--- src/hw/rtl/assert_macros.svh ---
// Assertion macros shared by the RTL of the small integer number encoder.
// Each macro takes a label, a property body and a message string.
`ifndef ASSERT_MACROS_SVH
`define ASSERT_MACROS_SVH

// Checked on every rising edge of i_clk, suspended while reset is asserted.
`define SIE_ASSERT(lbl, prop, msg) \
    lbl: assert property (@(posedge i_clk) disable iff (!i_rst_n) prop) else $error(msg);

// Checked on every rising edge of i_clk, reset included.
`define SIE_ASSERT_ALWAYS(lbl, prop, msg) \
    lbl: assert property (@(posedge i_clk) prop) else $error(msg);

`endif

--- src/hw/rtl/sie_pkg.sv ---
// Shared types, constants and a function of the small integer number encoder.
// No dependencies; used by sie_digit, small_integer_number_encoder, sie_checker and tb_top.
package sie_pkg;

    localparam int unsigned VALUE_W    = 17;
    localparam int unsigned MAG_W      = 16;
    localparam int unsigned BYTE_W     = 8;
    localparam int unsigned DIGIT_W    = 4;
    localparam int unsigned POS_W      = 3;
    localparam int unsigned NUM_DIGITS = 5;
    localparam int unsigned RADIX      = 10;

    localparam logic [BYTE_W-1:0] MARKER_BYTE = 8'd14;
    localparam logic [BYTE_W-1:0] SIGN_NEG    = 8'hFF;
    localparam logic [BYTE_W-1:0] ASCII_ZERO  = 8'h30;
    localparam logic [BYTE_W-1:0] ASCII_MINUS = 8'h2D;
    localparam logic [BYTE_W-1:0] ZERO_BYTE   = 8'h00;

    // The most negative input cannot be shown and is replaced by -65535.
    localparam logic [VALUE_W-1:0] VALUE_MOST_NEG = 17'h10000;
    localparam logic [VALUE_W-1:0] VALUE_CLAMPED  = 17'h10001;

    typedef enum logic [7:0] {
        P_SIGN  = 8'b0000_0001,
        P_DIGIT = 8'b0000_0010,
        P_MARK  = 8'b0000_0100,
        P_ZERO  = 8'b0000_1000,
        P_SGN   = 8'b0001_0000,
        P_LO    = 8'b0010_0000,
        P_HI    = 8'b0100_0000,
        P_END   = 8'b1000_0000
    } t_phase;

    typedef struct packed {
        logic [DIGIT_W-1:0] digit;
        logic [MAG_W-1:0]   rem;
    } t_digit;

    // Weight of a decimal digit value at a given position: mult * 10^pos.
    function automatic logic [VALUE_W-1:0] digit_weight(input logic [POS_W-1:0] pos,
                                                        input logic [DIGIT_W-1:0] mult);
        logic [VALUE_W-1:0] p;
        case (pos)
            3'd0:    p = 17'd1;
            3'd1:    p = 17'd10;
            3'd2:    p = 17'd100;
            3'd3:    p = 17'd1000;
            3'd4:    p = 17'd10000;
            default: p = 17'd0;
        endcase
        return p * {{(VALUE_W-DIGIT_W){1'b0}}, mult};
    endfunction

endpackage

--- src/hw/rtl/sie_digit.sv ---
// One decimal digit step: finds the digit of a remainder at a position and the rest.
// Depends on sie_pkg.
module sie_digit (
    input  logic [sie_pkg::MAG_W-1:0] i_rem,
    input  logic [sie_pkg::POS_W-1:0] i_pos,
    output sie_pkg::t_digit           o_res
);
    import sie_pkg::*;

    logic [VALUE_W-1:0] w [0:RADIX-1];
    logic [VALUE_W-1:0] rem_ext;
    logic [DIGIT_W-1:0] dig;
    logic [VALUE_W-1:0] diff;

    assign rem_ext = {1'b0, i_rem};

    // The compares are independent; the largest multiple not above the
    // remainder gives the digit.
    always_comb begin
        for (int j = 0; j < RADIX; j++) begin
            w[j] = digit_weight(i_pos, DIGIT_W'(j));
        end
        dig = '0;
        for (int j = 1; j < RADIX; j++) begin
            if (rem_ext >= w[j]) begin
                dig = DIGIT_W'(j);
            end
        end
        diff = rem_ext - w[dig];
    end

    assign o_res.digit = dig;
    assign o_res.rem   = diff[MAG_W-1:0];

endmodule

--- src/hw/rtl/small_integer_number_encoder.sv ---
// Small integer number encoder: one signed number in, its tokenized bytes out.
// The byte sequencer steps through a sign step, five digit steps and six tail steps per item.
// A one-item input register takes the next item while the current one is still emitting.
// Results cannot be stalled. Synchronous active-low reset clears all control state.
// Depends on sie_pkg, sie_digit and assert_macros.svh.
`include "assert_macros.svh"

module small_integer_number_encoder (
    input  logic                          i_clk,
    input  logic                          i_rst_n,
    input  logic                          start,
    output logic                          busy,
    input  logic [sie_pkg::VALUE_W-1:0]   i_value,
    output logic                          o_out_valid,
    output logic [sie_pkg::BYTE_W-1:0]    o_out_byte,
    output logic                          o_last_byte
);
    import sie_pkg::*;

    // Input register.
    logic               r_hold_vld;
    logic [VALUE_W-1:0] r_hold_value;

    // Sequencer state.
    logic               r_act;
    t_phase             r_phase;
    logic               r_seen;
    logic               r_neg;
    logic [MAG_W-1:0]   r_rem;
    logic [MAG_W-1:0]   r_low16;
    logic [POS_W-1:0]   r_pos;

    // Result register.
    logic               r_out_valid;
    logic [BYTE_W-1:0]  r_out_byte;
    logic               r_last;

    t_phase             n_phase;
    logic               n_seen;
    logic [MAG_W-1:0]   n_rem;
    logic [POS_W-1:0]   n_pos;
    logic               n_out_valid;
    logic [BYTE_W-1:0]  n_out_byte;
    logic               n_last;

    logic               accept;
    logic               take;
    logic               show;
    logic [VALUE_W-1:0] neg_value;
    logic [MAG_W-1:0]   load_mag;
    t_digit             dres;

    assign take   = r_hold_vld && (!r_act || (r_phase == P_END));
    assign busy   = r_hold_vld && !take;
    assign accept = start && !busy;

    assign neg_value = -r_hold_value;
    assign load_mag  = r_hold_value[VALUE_W-1] ? neg_value[MAG_W-1:0]
                                               : r_hold_value[MAG_W-1:0];

    sie_digit u_digit (
        .i_rem (r_rem),
        .i_pos (r_pos),
        .o_res (dres)
    );

    always_comb begin
        n_phase     = r_phase;
        n_seen      = r_seen;
        n_rem       = r_rem;
        n_pos       = r_pos;
        n_out_valid = 1'b0;
        n_out_byte  = ZERO_BYTE;
        n_last      = 1'b0;
        show        = r_seen || (dres.digit != '0) || (r_pos == '0);
        case (r_phase)
            P_SIGN: begin
                n_out_byte  = ASCII_MINUS;
                n_out_valid = r_neg;
                n_phase     = P_DIGIT;
            end
            P_DIGIT: begin
                // Leading zeros are dropped, but the units digit always shows.
                n_out_byte  = ASCII_ZERO | {{(BYTE_W-DIGIT_W){1'b0}}, dres.digit};
                n_out_valid = show;
                n_seen      = show;
                n_rem       = dres.rem;
                if (r_pos == '0) begin
                    n_phase = P_MARK;
                end else begin
                    n_pos = r_pos - POS_W'(1);
                end
            end
            P_MARK: begin
                n_out_byte  = MARKER_BYTE;
                n_out_valid = 1'b1;
                n_phase     = P_ZERO;
            end
            P_ZERO: begin
                n_out_valid = 1'b1;
                n_phase     = P_SGN;
            end
            P_SGN: begin
                n_out_byte  = r_neg ? SIGN_NEG : ZERO_BYTE;
                n_out_valid = 1'b1;
                n_phase     = P_LO;
            end
            P_LO: begin
                n_out_byte  = r_low16[BYTE_W-1:0];
                n_out_valid = 1'b1;
                n_phase     = P_HI;
            end
            P_HI: begin
                n_out_byte  = r_low16[MAG_W-1:BYTE_W];
                n_out_valid = 1'b1;
                n_phase     = P_END;
            end
            P_END: begin
                n_out_valid = 1'b1;
                n_last      = 1'b1;
            end
            default: begin
                n_out_valid = 1'b0;
            end
        endcase
        if (!r_act) begin
            n_out_valid = 1'b0;
            n_last      = 1'b0;
        end
    end

    always_ff @(posedge i_clk) begin
        if (!i_rst_n) begin
            r_hold_vld  <= 1'b0;
            r_act       <= 1'b0;
            r_phase     <= P_SIGN;
            r_seen      <= 1'b0;
            r_out_valid <= 1'b0;
            r_last      <= 1'b0;
        end else begin
            if (accept) begin
                r_hold_vld <= 1'b1;
            end else if (take) begin
                r_hold_vld <= 1'b0;
            end
            if (take) begin
                r_act   <= 1'b1;
                r_phase <= P_SIGN;
                r_seen  <= 1'b0;
            end else begin
                if (r_phase == P_END) begin
                    r_act <= 1'b0;
                end
                r_phase <= n_phase;
                r_seen  <= n_seen;
            end
            r_out_valid <= n_out_valid;
            r_last      <= n_last;
        end
    end

    always_ff @(posedge i_clk) begin
        if (accept) begin
            r_hold_value <= (i_value == VALUE_MOST_NEG) ? VALUE_CLAMPED : i_value;
        end
        if (take) begin
            r_neg   <= r_hold_value[VALUE_W-1];
            r_rem   <= load_mag;
            r_low16 <= r_hold_value[MAG_W-1:0];
            r_pos   <= POS_W'(NUM_DIGITS - 1);
        end else begin
            r_rem <= n_rem;
            r_pos <= n_pos;
        end
        r_out_byte <= n_out_byte;
    end

    assign o_out_valid = r_out_valid;
    assign o_out_byte  = r_out_byte;
    assign o_last_byte = r_last;

    `SIE_ASSERT(a_last_is_zero,
        o_last_byte |-> (o_out_valid && (o_out_byte == ZERO_BYTE)),
        "last byte must be a strobed zero")
    `SIE_ASSERT(a_no_double_last,
        o_last_byte |=> !o_last_byte,
        "two last bytes in a row")
    `SIE_ASSERT(a_busy_means_held,
        busy |-> r_hold_vld,
        "busy without a held item")
    `SIE_ASSERT(a_digit_before_marker,
        (r_act && (r_phase == P_MARK)) |-> r_seen,
        "marker reached with no digit emitted")

endmodule

--- config.mk ---
export PLATFORM = sky130hd
export DESIGN_NAME = small_integer_number_encoder
export DESIGN_NICKNAME = d
export VERILOG_FILES = /design/src/hw/rtl/sie_pkg.sv /design/src/hw/rtl/sie_digit.sv /design/src/hw/rtl/small_integer_number_encoder.sv
export VERILOG_INCLUDE_DIRS = /design/src /design/src/hw/rtl
export SDC_FILE = /design/constraint.sdc
export NUM_CORES = 1
export LEC_CHECK = 0
export BUFFER_PORTS_ARGS = -buffer_cell sky130_fd_sc_hd__buf_2
export CAP_MARGIN = 15
export CORE_MARGIN = 4
export CORE_UTILIZATION = 30
export DETAILED_ROUTE_END_ITERATION = 7
export PLACE_DENSITY_LB_ADDON = 0.3
export SLEW_MARGIN = 10
export SYNTH_ARGS = -nofsm -noshare
export SYNTH_HDL_FRONTEND = slang
export SYNTH_SLANG_ARGS = --single-unit
--- constraint.sdc ---
create_clock -name i_clk -period 10.68 [get_ports i_clk]
set_clock_uncertainty 0.1 [all_clocks]
set_input_delay 1.068 -clock i_clk [delete_from_list [all_inputs] [get_ports i_clk]]
set_output_delay 1.068 -clock i_clk [all_outputs]
set_load 0.03 [all_outputs]
### Word-level counts from Yosys, hierarchy flattened

Index checks and enable logic that the tools add are counted.

| word-level totals | value |
|---|---|
| logic and storage cells | 93 |
| register bits after elaboration | 74 |

| operators by class | value |
|---|---|
| add/sub/neg operators | 3 |
| order comparisons | 10 |
| multiplexer cells | 26 |
| eq/ne operators | 14 |
| reduce and logical (&&, ||, !) cells | 20 |
| multiply operators | 5 |
| bitwise gates (word level) | 3 |

Operators by type and width:

| operator | count |
|---|---|
| 16-bit by 17-bit >= comparator with 1-bit output | 6 |
| 16-bit 2-to-1 mux | 5 |
| 14-bit case mux with 5 select lines | 1 |
| 17-bit binary-select mux with 4-bit select | 1 |
| 8-bit case mux with 7 select lines | 1 |
| 8-bit case mux with 6 select lines | 1 |
| 14-bit by 3-bit multiplier with 17-bit output (second input constant) | 2 |
| 14-bit by 2-bit multiplier with 16-bit output (second input constant) | 2 |
| 17-bit equality test (second input constant) | 1 |
| 14-bit by 4-bit multiplier with 17-bit output (second input constant) | 1 |
| 16-bit by 14-bit >= comparator with 1-bit output | 1 |
| 16-bit by 15-bit >= comparator with 1-bit output | 1 |
| 16-bit >= comparator | 1 |
| 8-bit 2-to-1 mux | 2 |
| 16-bit negation | 1 |
| 16-bit subtractor | 1 |
| 3-bit 2-to-1 mux | 4 |
| 8-bit by 1-bit equality test with 1-bit output (second input constant) | 1 |
| 8-bit by 2-bit equality test with 1-bit output (second input constant) | 1 |
| 8-bit by 3-bit equality test with 1-bit output (second input constant) | 1 |
| 8-bit by 4-bit equality test with 1-bit output (second input constant) | 1 |
| 8-bit by 5-bit equality test with 1-bit output (second input constant) | 1 |
| 8-bit by 6-bit equality test with 1-bit output (second input constant) | 1 |
| 8-bit by 7-bit equality test with 1-bit output (second input constant) | 1 |
| 23 further kinds | 42 |

### Depth between registers and ports, before layout

Gate-level depths: netlist of run 1.

| depth | value |
|---|---|
| depth after elaboration | 19 |
| gate-level depth with buffers | 39 |

### Modules after synthesis

A second synthesis of run 1 with hierarchy kept.

| second synthesis, totals | value |
|---|---|
| cells, all modules | 983 |
| area total of the unflattened synthesis | 8687.1 µm² |

By module, submodules not included:

| module | seq. area each (µm²) | area each (µm²) | times used | cells each |
|---|---|---|---|---|
| sie_digit | 0.0 | 5272.6 | 1 | 690 |
| small_integer_number_encoder | 1981.9 | 3414.5 | 1 | 293 |

### Worst setup path after synthesis of run 1

No wires, ideal clock.

| path | value |
|---|---|
| path type | register to register |
| from | register r_pos[0] |
| to | register r_rem[14] (data pin) |
| arrival | 7.671 ns |
| clock period less this slack | 8.026 ns |
| slack | 2.654 ns |
| cell stages (with the launch flop) | 37 |
| library setup time | 0.256 ns |
| cell sequence | dfxtp_1 inv_1 ha_1 nand2b_1 inv_1 nor2_1 inv_1 ha_1 inv_1 ha_1 a21oi_1 a21oi_1 nor2_1 o21bai_1 a21oi_1 xnor2_1 ha_1 a211o_1 a21oi_1 a211o_1 a31oi_1 or3b_1 buf_6 nor3_4 mux4_1 a32oi_1 nand2_1 ha_1 inv_1 a21oi_1 o21ai_1 a21oi_1 o21a_1 o31a_1 o311a_1 or3_1 a31o_2 |

| between the ends | value |
|---|---|
| longest elaborated chain between the ends | 19 |
| elaborated cells between the ends (all ways) | 36 |

RTL lines:

| element | line | source |
|---|---|---|
| start: declaration | small_integer_number_encoder.sv:31 | `logic [POS_W-1:0] r_pos;` |
| start signal: assignment | small_integer_number_encoder.sv:170 | `r_pos <= POS_W'(NUM_DIGITS - 1);` |
| start signal: assignment | small_integer_number_encoder.sv:173 | `r_pos <= n_pos;` |
| 3-bit equality test, or another cell as far along | sie_pkg.sv:43 | `case (pos)` |
| 14-bit case mux with 5 select lines * | sie_pkg.sv:43 |  |
| parallel branches: the longest is 11 deep, another holds 16-bit by 17-bit >= comparator with 1-bit output | n/a |  |
| 17-bit binary-select mux with 4-bit select * | sie_digit.sv:29 | `diff = rem_ext - w[dig];` |
| 16-bit 2-to-1 mux (implied by the code) * (2 in series) | sie_digit.sv:29 |  |
| 16-bit subtractor * | sie_digit.sv:29 |  |
| 16-bit 2-to-1 mux * | small_integer_number_encoder.sv:76 | `case (r_phase)` |
| 16-bit 2-to-1 mux * | small_integer_number_encoder.sv:166 | `if (take) begin` |
| end signal: assignment | small_integer_number_encoder.sv:168 | `r_rem <= load_mag;` |
| end signal: assignment | small_integer_number_encoder.sv:172 | `r_rem <= n_rem;` |
| end: declaration | small_integer_number_encoder.sv:29 | `logic [MAG_W-1:0] r_rem;` |

Mark *: on every way between the ends. The select of a mux whose other input is x is not followed.
A chain may end at the register's enable or synchronous reset.

### Final worst setup path of run 1

Ends and elaborated chain as after synthesis.

==> results of run 1 <==
## kinds of logic (layout without fill, tap and decap cells)
| family | after synthesis | count (layout) | synth area share [%] |
|---|---|---|---|
| buffers and inverters | 99 | 121 | 4.80 |
| adder cells (fa/ha/maj) | 152 | 152 | 23.6 |
| AO/OA/AOI/OAI | 281 | 281 | 22.5 |
| other | 2 | 8 | 0.0898 |
| flip-flops | 74 | 74 | 23.7 |
| XOR/XNOR | 48 | 48 | 5.03 |
| multiplexers | 11 | 11 | 1.53 |
| AND/OR/NAND/NOR | 309 | 309 | 18.7 |
## sequential cells by signal, summed over array words and instances (netlist names)
name          count
r_act             1
r_hold_value     17
o_out_valid       1
r_hold_vld        1
r_low16          16
r_neg             1
r_phase           8
o_out_byte        8
r_pos             3
o_last_byte       1
r_seen            1
r_rem            16
## worst paths after layout
check / to / slack (ns) / cells past startpoint
hold reg to reg: o_out_byte[7]$_DFF_P_ / 0.37 / 2
setup reg to reg: r_rem[14]$_DFFE_PP_ / 1.38 / 33
setup / recovery: r_rem[14]$_DFFE_PP_ / 1.38 / 33
hold / removal: o_out_byte[7]$_DFF_P_ / 0.37 / 2
## worst max-delay path, delay by kind of cell, from the launching register on
kind | cells | cell delay [ns]
xor+xnor | 1 | 0.17
fa+ha+maj | 5 | 1.32
buf+inv | 3 | 0.72
simple gates | 8 | 2.41
flops | 1 | 0.40
compound gates | 16 | 3.95
## cell type report
| type | instances | area share (%) |
|---|---|---|
| inverter | 58 | 2.35 |
| sequential | 74 | 21.4 |
| timing repair buffer | 47 | 3.13 |
| multi-input combinational | 809 | 64.8 |
| clock inverter | 7 | 0.904 |
| tap | 372 | 5.02 |
| clock buffer | 9 | 2.43 |
## metrics by stage
stage               utilization [%]  hold slack, ns
global route                   34.1           0.405
CTS                            34.1           0.373
detailed placement             33.0           0.359
global placement               33.0           0.352
floorplan                         -           0.320
finish                         34.1           0.374
## cells in the final DEF (no fill, tap or decap), drive strengths merged, types with 9 or more instances in the layout
cell    instances
ha            142
nor2           89
a21oi          85
nand2          72
inv            61
o21ai          55
edfxtp         50
buf            47
xnor2          31
nand3          25
dfxtp          24
nor3           24
nand2b         18
a21o           17
xor2           17
nand4          14
a211oi         13
o31ai          12
a31oi          11
o211ai         11
fa             10
o21a           10
or3             9
mux2i           9
clkbuf          9
## layer usage
layer | up-vias | track usage (%) | wire (um)
met2 | 217 | 27.0 | 11800
met1 | 3609 | 24.4 | 12700
met5 | - | 0 | 0
met3 | 52 | 2.14 | 1220
li1 | 3686 | - | -
met4 | 0 | 6.61 | 1050
==> metrics.md, run 1 <==
| Metric | Value |
|---|---|
| Flop and latch count out of synthesis | 74 |
| Instance area after placement | 8960 um^2 |
| Asr flop ratio synth | 0% |
| Critical Path AT | ~9.3 ns |
| Initial DRC count | 574 |
| Share of cells above drive strength 1 | slightly below 9% |
| Status | completed |
| Grt ovf | 0 |
| Routability-driven placement congestion ratio | 0.939 |
| Most area-consuming cells after synthesis | ha_1 (21%), edfxtp_1 (18%), dfxtp_1 (5.7%), a21oi_1 (5.0%), nor2_1 (3.9%) |
| Worst-Margin Slew | roughly 1.2 ns |
| Vias in the first global route | 7217 |
| CP max stage delay | about 0.9 ns |
| Post-synth top flop | edfxtp_1 |
| Wirelength per Cell | 19.5 um |
| FILL cells | 2852 |
| Area of the multi-input gates | ~6000 um^2 |
| Critical path class | register to register |
| Post-CTS sizing | 0 |
| Sequential Area | around 2000 um^2 |
| Final Critical Period | around 9.3 ns |
| H-tree depth reported by CTS | 3 |
| CORE AREA | 27200 um^2 |
| NumNets Final | approximately 1200 |
| Die X | 175 um |
| Cts bufs inserted | 9 |
| Post-synth EDFFs | 50 |
| Die Span Y | around 170 um |
| Fin Setup TNS | 0 ns |
| Initial Util | between 30% and 40% |
| Rel. slew slack | between 20% and 30% |
| Via count | 7564 |
| Vias/cell | 5.50 |
| Gr usage total | 17.3% |
| Fmax | ~110 MHz |
| Clock-pin transition on the worst setup and hold timing paths | around 0.07 ns |
| Final worst setup slack | 1.38 ns |
| PortBufs | 30 |
| MaxCap Viol Count | 0 |
| CP dominant cell by count | ha_1 |
| DIE AREA | a little over 30000 um^2 |
| Area Overhead vs Synth | 10.8% |
| CP required | 10.68 ns |
| Io pins | 31 |
| Yosys warning count | 0 |
| ANT nets after route | 0 |
| Non-Filler Instances | roughly 1400 |
| CTS tree | done |
| Share of the synthesized area in the top cell type | roughly a fifth |
| Count leader, synth | ha_1 |
| # setup viols final | 0 |
| Routed Wire Length | 26800 um |
| First-pass DRT Iterations | 5 |
| Worst min-delay path class | register to register |
| Crit end category | register |
| Post-route cell area | slightly above 9000 um^2 |
| Worst-skew pair later-pin latency | about 0.34 ns |
| Cell taking the most area after synthesis | ha_1 |
| Post-placement cell count | about 1400 |
| Seq/Total Area, Yosys | about a quarter |
| N_diodes | 0 |
| Largest net degree at the start of global routing | 29 |
| FF-to-FF Start | r_pos[0]$_SDFFE_PP0P_ |
| Hold bufs inserted after CTS | 0 |
| HPWL after detailed placement | 21100 um |
| CP Launch Type | register |
| Yosys cell types | 88 |
| Post-Synthesis Cells | between 900 and 1000 |
| Netlist area before placement | approximately 8400 um^2 |
| Critical path startpoint | r_pos[0]$_SDFFE_PP0P_ |
| Final hold vios | 0 |
| Slew Limit Fails | 0 |
| Crit share post-route | between 80% and 90% |
| CP max FO | 13 |
| Global-route wire length before repair | roughly 42000 um |
| Mean Syn Cell Area | 8.57 um^2 |
| Place WS | between 1.5 and 2 ns |
| Max Root-Sink Buffers | 2 |
| RSZ-0062 raised after global routing | false |
| Critical-path top delay cell | o31ai_2 |
| Post-CTS setup buffer count | 0 |
| Top cells by count, synth | ha_1 (142), nor2_1 (88), a21oi_1 (83) |
| Rows | 60 |
| Clock Tree Root | clkbuf_16 |
| # DRC | 0 |
| CTS sink cnt | 74 |
| Hold Crit Start | r_low16[7]$_DFFE_PP_ |
| Initial antenna violation count | 0 |
Power of run 1 is left out: the tool's default activity adds up to more than one toggle a clock period on the data nets, which glitch-free logic cannot reach.
==> inputs of run 2 (changes only) <==
Settings changed: BUFFER_PORTS_ARGS -buffer_cell sky130_fd_sc_hd__buf_2 to -buffer_cell sky130_fd_sc_hd__buf_4.
==> run 2 against run 1 <==
Against the previous run: sequential share of layout area is 0.13 points lower; global-route usage rose by 0.22 points; via count increased by 0.45%; die area did not move; flip-flop and latch count did not move; critical path depth rose by 4; cell count about the same; non-clock buffer count is 1 lower; worst setup slack got worse by 0.086 ns; critical path type unchanged; critical endpoint unchanged.
==> metrics.md, run 2 (synthesis gave the netlist of run 1 again) <==
| Metric | Value |
|---|---|
| Cts bufs inserted | 9 (unchanged) |
| CTS sink cnt | 74 (unchanged) |
| CP required | 10.68 ns (about the same) |
| Gr usage total | 17.5% (+0.22 points) |
| Vias in the first global route | 7245 (+0.39%) |
| Wirelength per Cell | 19.7 um (+1.0%) |
| Area Overhead vs Synth | 11.5% |
| Slew Limit Fails | 0 (unchanged) |
| Commonest non-fill, non-tap cell in the layout | ha_1 |
| ANT nets after route | 0 (unchanged) |
| Detail Route met2 WL | 12100 um (+2.3%) |
| # DRC | 0 (unchanged) |
| WL met3 | 1750 um (+44%) |
| R2R setup slack | 1.29 ns (-0.09 ns) |
| Final hold vios | 0 (unchanged) |
| Top reg by flops | r_hold_value |
| # setup viols final | 0 (unchanged) |
| Commonest non-fill, non-tap cells in the layout | ha_1 (142), nor2_1 (88), a21oi_1 (83) |
| Place WS | 1.43 ns (-0.184 ns) |
| NumNets Final | 1170 (-0.085%) |
| Non-Filler Instances | 1375 (-0.073%) |
| Fin Setup TNS | 0 ns (unchanged) |
| Grt ovf | 0 (unchanged) |
| DIE AREA | 30600 um^2 (unchanged) |
| First-pass DRT Iterations | 6 (+1) |
| Via count | 7598 (+0.45%) |
| Hold bufs inserted after CTS | 0 (unchanged) |
| Post-CTS sizing | 0 (unchanged) |
| Worst-Margin Slew | 1.07 ns (-0.101 ns) |
| CP dominant cell by count | a21oi_1 |
| Die X | 175 um (unchanged) |
| Status | completed |
| Max reg flops | 17 (unchanged) |
| Vias/cell | 5.53 (+0.52%) |
| Rows | 60 (unchanged) |
| Top sig layer | met4 |
| Share of cells above drive strength 1 | 8.67% (-0.091 points) |
| Clock-pin transition on the worst setup and hold timing paths | 0.06 ns (about the same) |
| CORE AREA | 27200 um^2 (unchanged) |
| Die Span Y | 175 um (unchanged) |
| WHS | 0.363 ns (-0.0109 ns) |
| RSZ-0062 raised after global routing | false |
| Final worst setup slack | 1.29 ns (-0.0857 ns) |
| Initial antenna violation count | 0 (unchanged) |
| Max Root-Sink Buffers | 2 (unchanged) |
| Global-route wire length before repair | 42400 um (+1.0%) |
| Largest net degree at the start of global routing | 29 (unchanged) |
| CTS tree | done |
| Crit end category | register |
| MaxCap Viol Count | 0 (unchanged) |
| Crit share post-route | 87.9% (+0.80 points) |
| Initial DRC count | 773 (+35%) |
| Critical Path AT | 9.39 ns (+0.09 ns) |
| Fmax | 107 MHz (-0.91%) |
| H-tree depth reported by CTS | 3 (unchanged) |
| Initial Util | 30.8% (unchanged) |
| Routability-driven placement congestion ratio | 0.940 (+0.16%) |
| Io pins | 31 (unchanged) |
| CP max FO | 26 (+13) |
| N_diodes | 0 (unchanged) |
| Clock Tree Root | clkbuf_16 |
| Rel. slew slack | 28.0% (+6.8 points) |
| DRT met1 WL | 12500 um (-1.7%) |
| Worst min-delay path class | register to register |
| Final Critical Period | 9.39 ns (+0.0857 ns) |
| CP Launch Type | register |
| Registers with the most flip-flops | r_hold_value: 17 flops, r_low16: 16 flops, r_rem: 16 flops |
| Critical path class | register to register |
| CP max stage delay | 0.58 ns (-0.32 ns) |
| Worst-skew pair later-pin latency | 0.34 ns (about the same) |
| Routed Wire Length | 27100 um (+0.95%) |
| Post-CTS setup buffer count | 0 (unchanged) |
| PortBufs | 30 (unchanged) |
| Critical-path top delay cell | fa_1 |
| HPWL after detailed placement | 21300 um (+0.59%) |
| Post-placement cell count | 1359 (-0.074%) |
## run 2: changes by cell type in the layout (fill, tap and decap cells not counted), sizes merged
cell | previous run | this run
buf | 47 | 46
## run 2: final timing paths
path | cells past startpoint | from | end
min | 2 | r_low16[5]$_DFFE_PP_ | o_out_byte[5]$_DFF_P_
max reg2reg | 37 | r_pos[1]$_SDFFE_PP0P_ | r_rem[14]$_DFFE_PP_
max | 37 | r_pos[1]$_SDFFE_PP0P_ | r_rem[14]$_DFFE_PP_
min reg2reg | 2 | r_low16[5]$_DFFE_PP_ | o_out_byte[5]$_DFF_P_
## run 2: critical path, delay by kind of cell (launching register included)
kind,cells,cell delay [ns]
buf+inv,5,1.20
simple gates,5,1.17
compound gates,21,4.38
mux,1,0.25
flops,1,0.38
fa+ha+maj,5,1.65
## run 2: metal layers
metal	vias to the layer above	track usage [%]
met5	-	0
li1	3680	-
met2	280	27.8
met1	3589	24.8
met3	49	2.68
met4	0	4.84
## run 2: layout make-up
type,count,area (um^2)
clock inverter,7,83.8
multi-input combinational,809,6010
clock buffer,9,225
timing repair buffer,46,345
inverter,58,218
tap,372,465
fill,2851,17900
sequential,74,1980
## run 2: per-stage QoR
step,cell area [um^2],utilization [%]
finish,9330,34.3
global route,9330,34.3
CTS,9330,34.3
detailed placement,9020,33.2
global placement,9020,33.2
floorplan,8390,-
Power of run 2 is left out for the same reason.
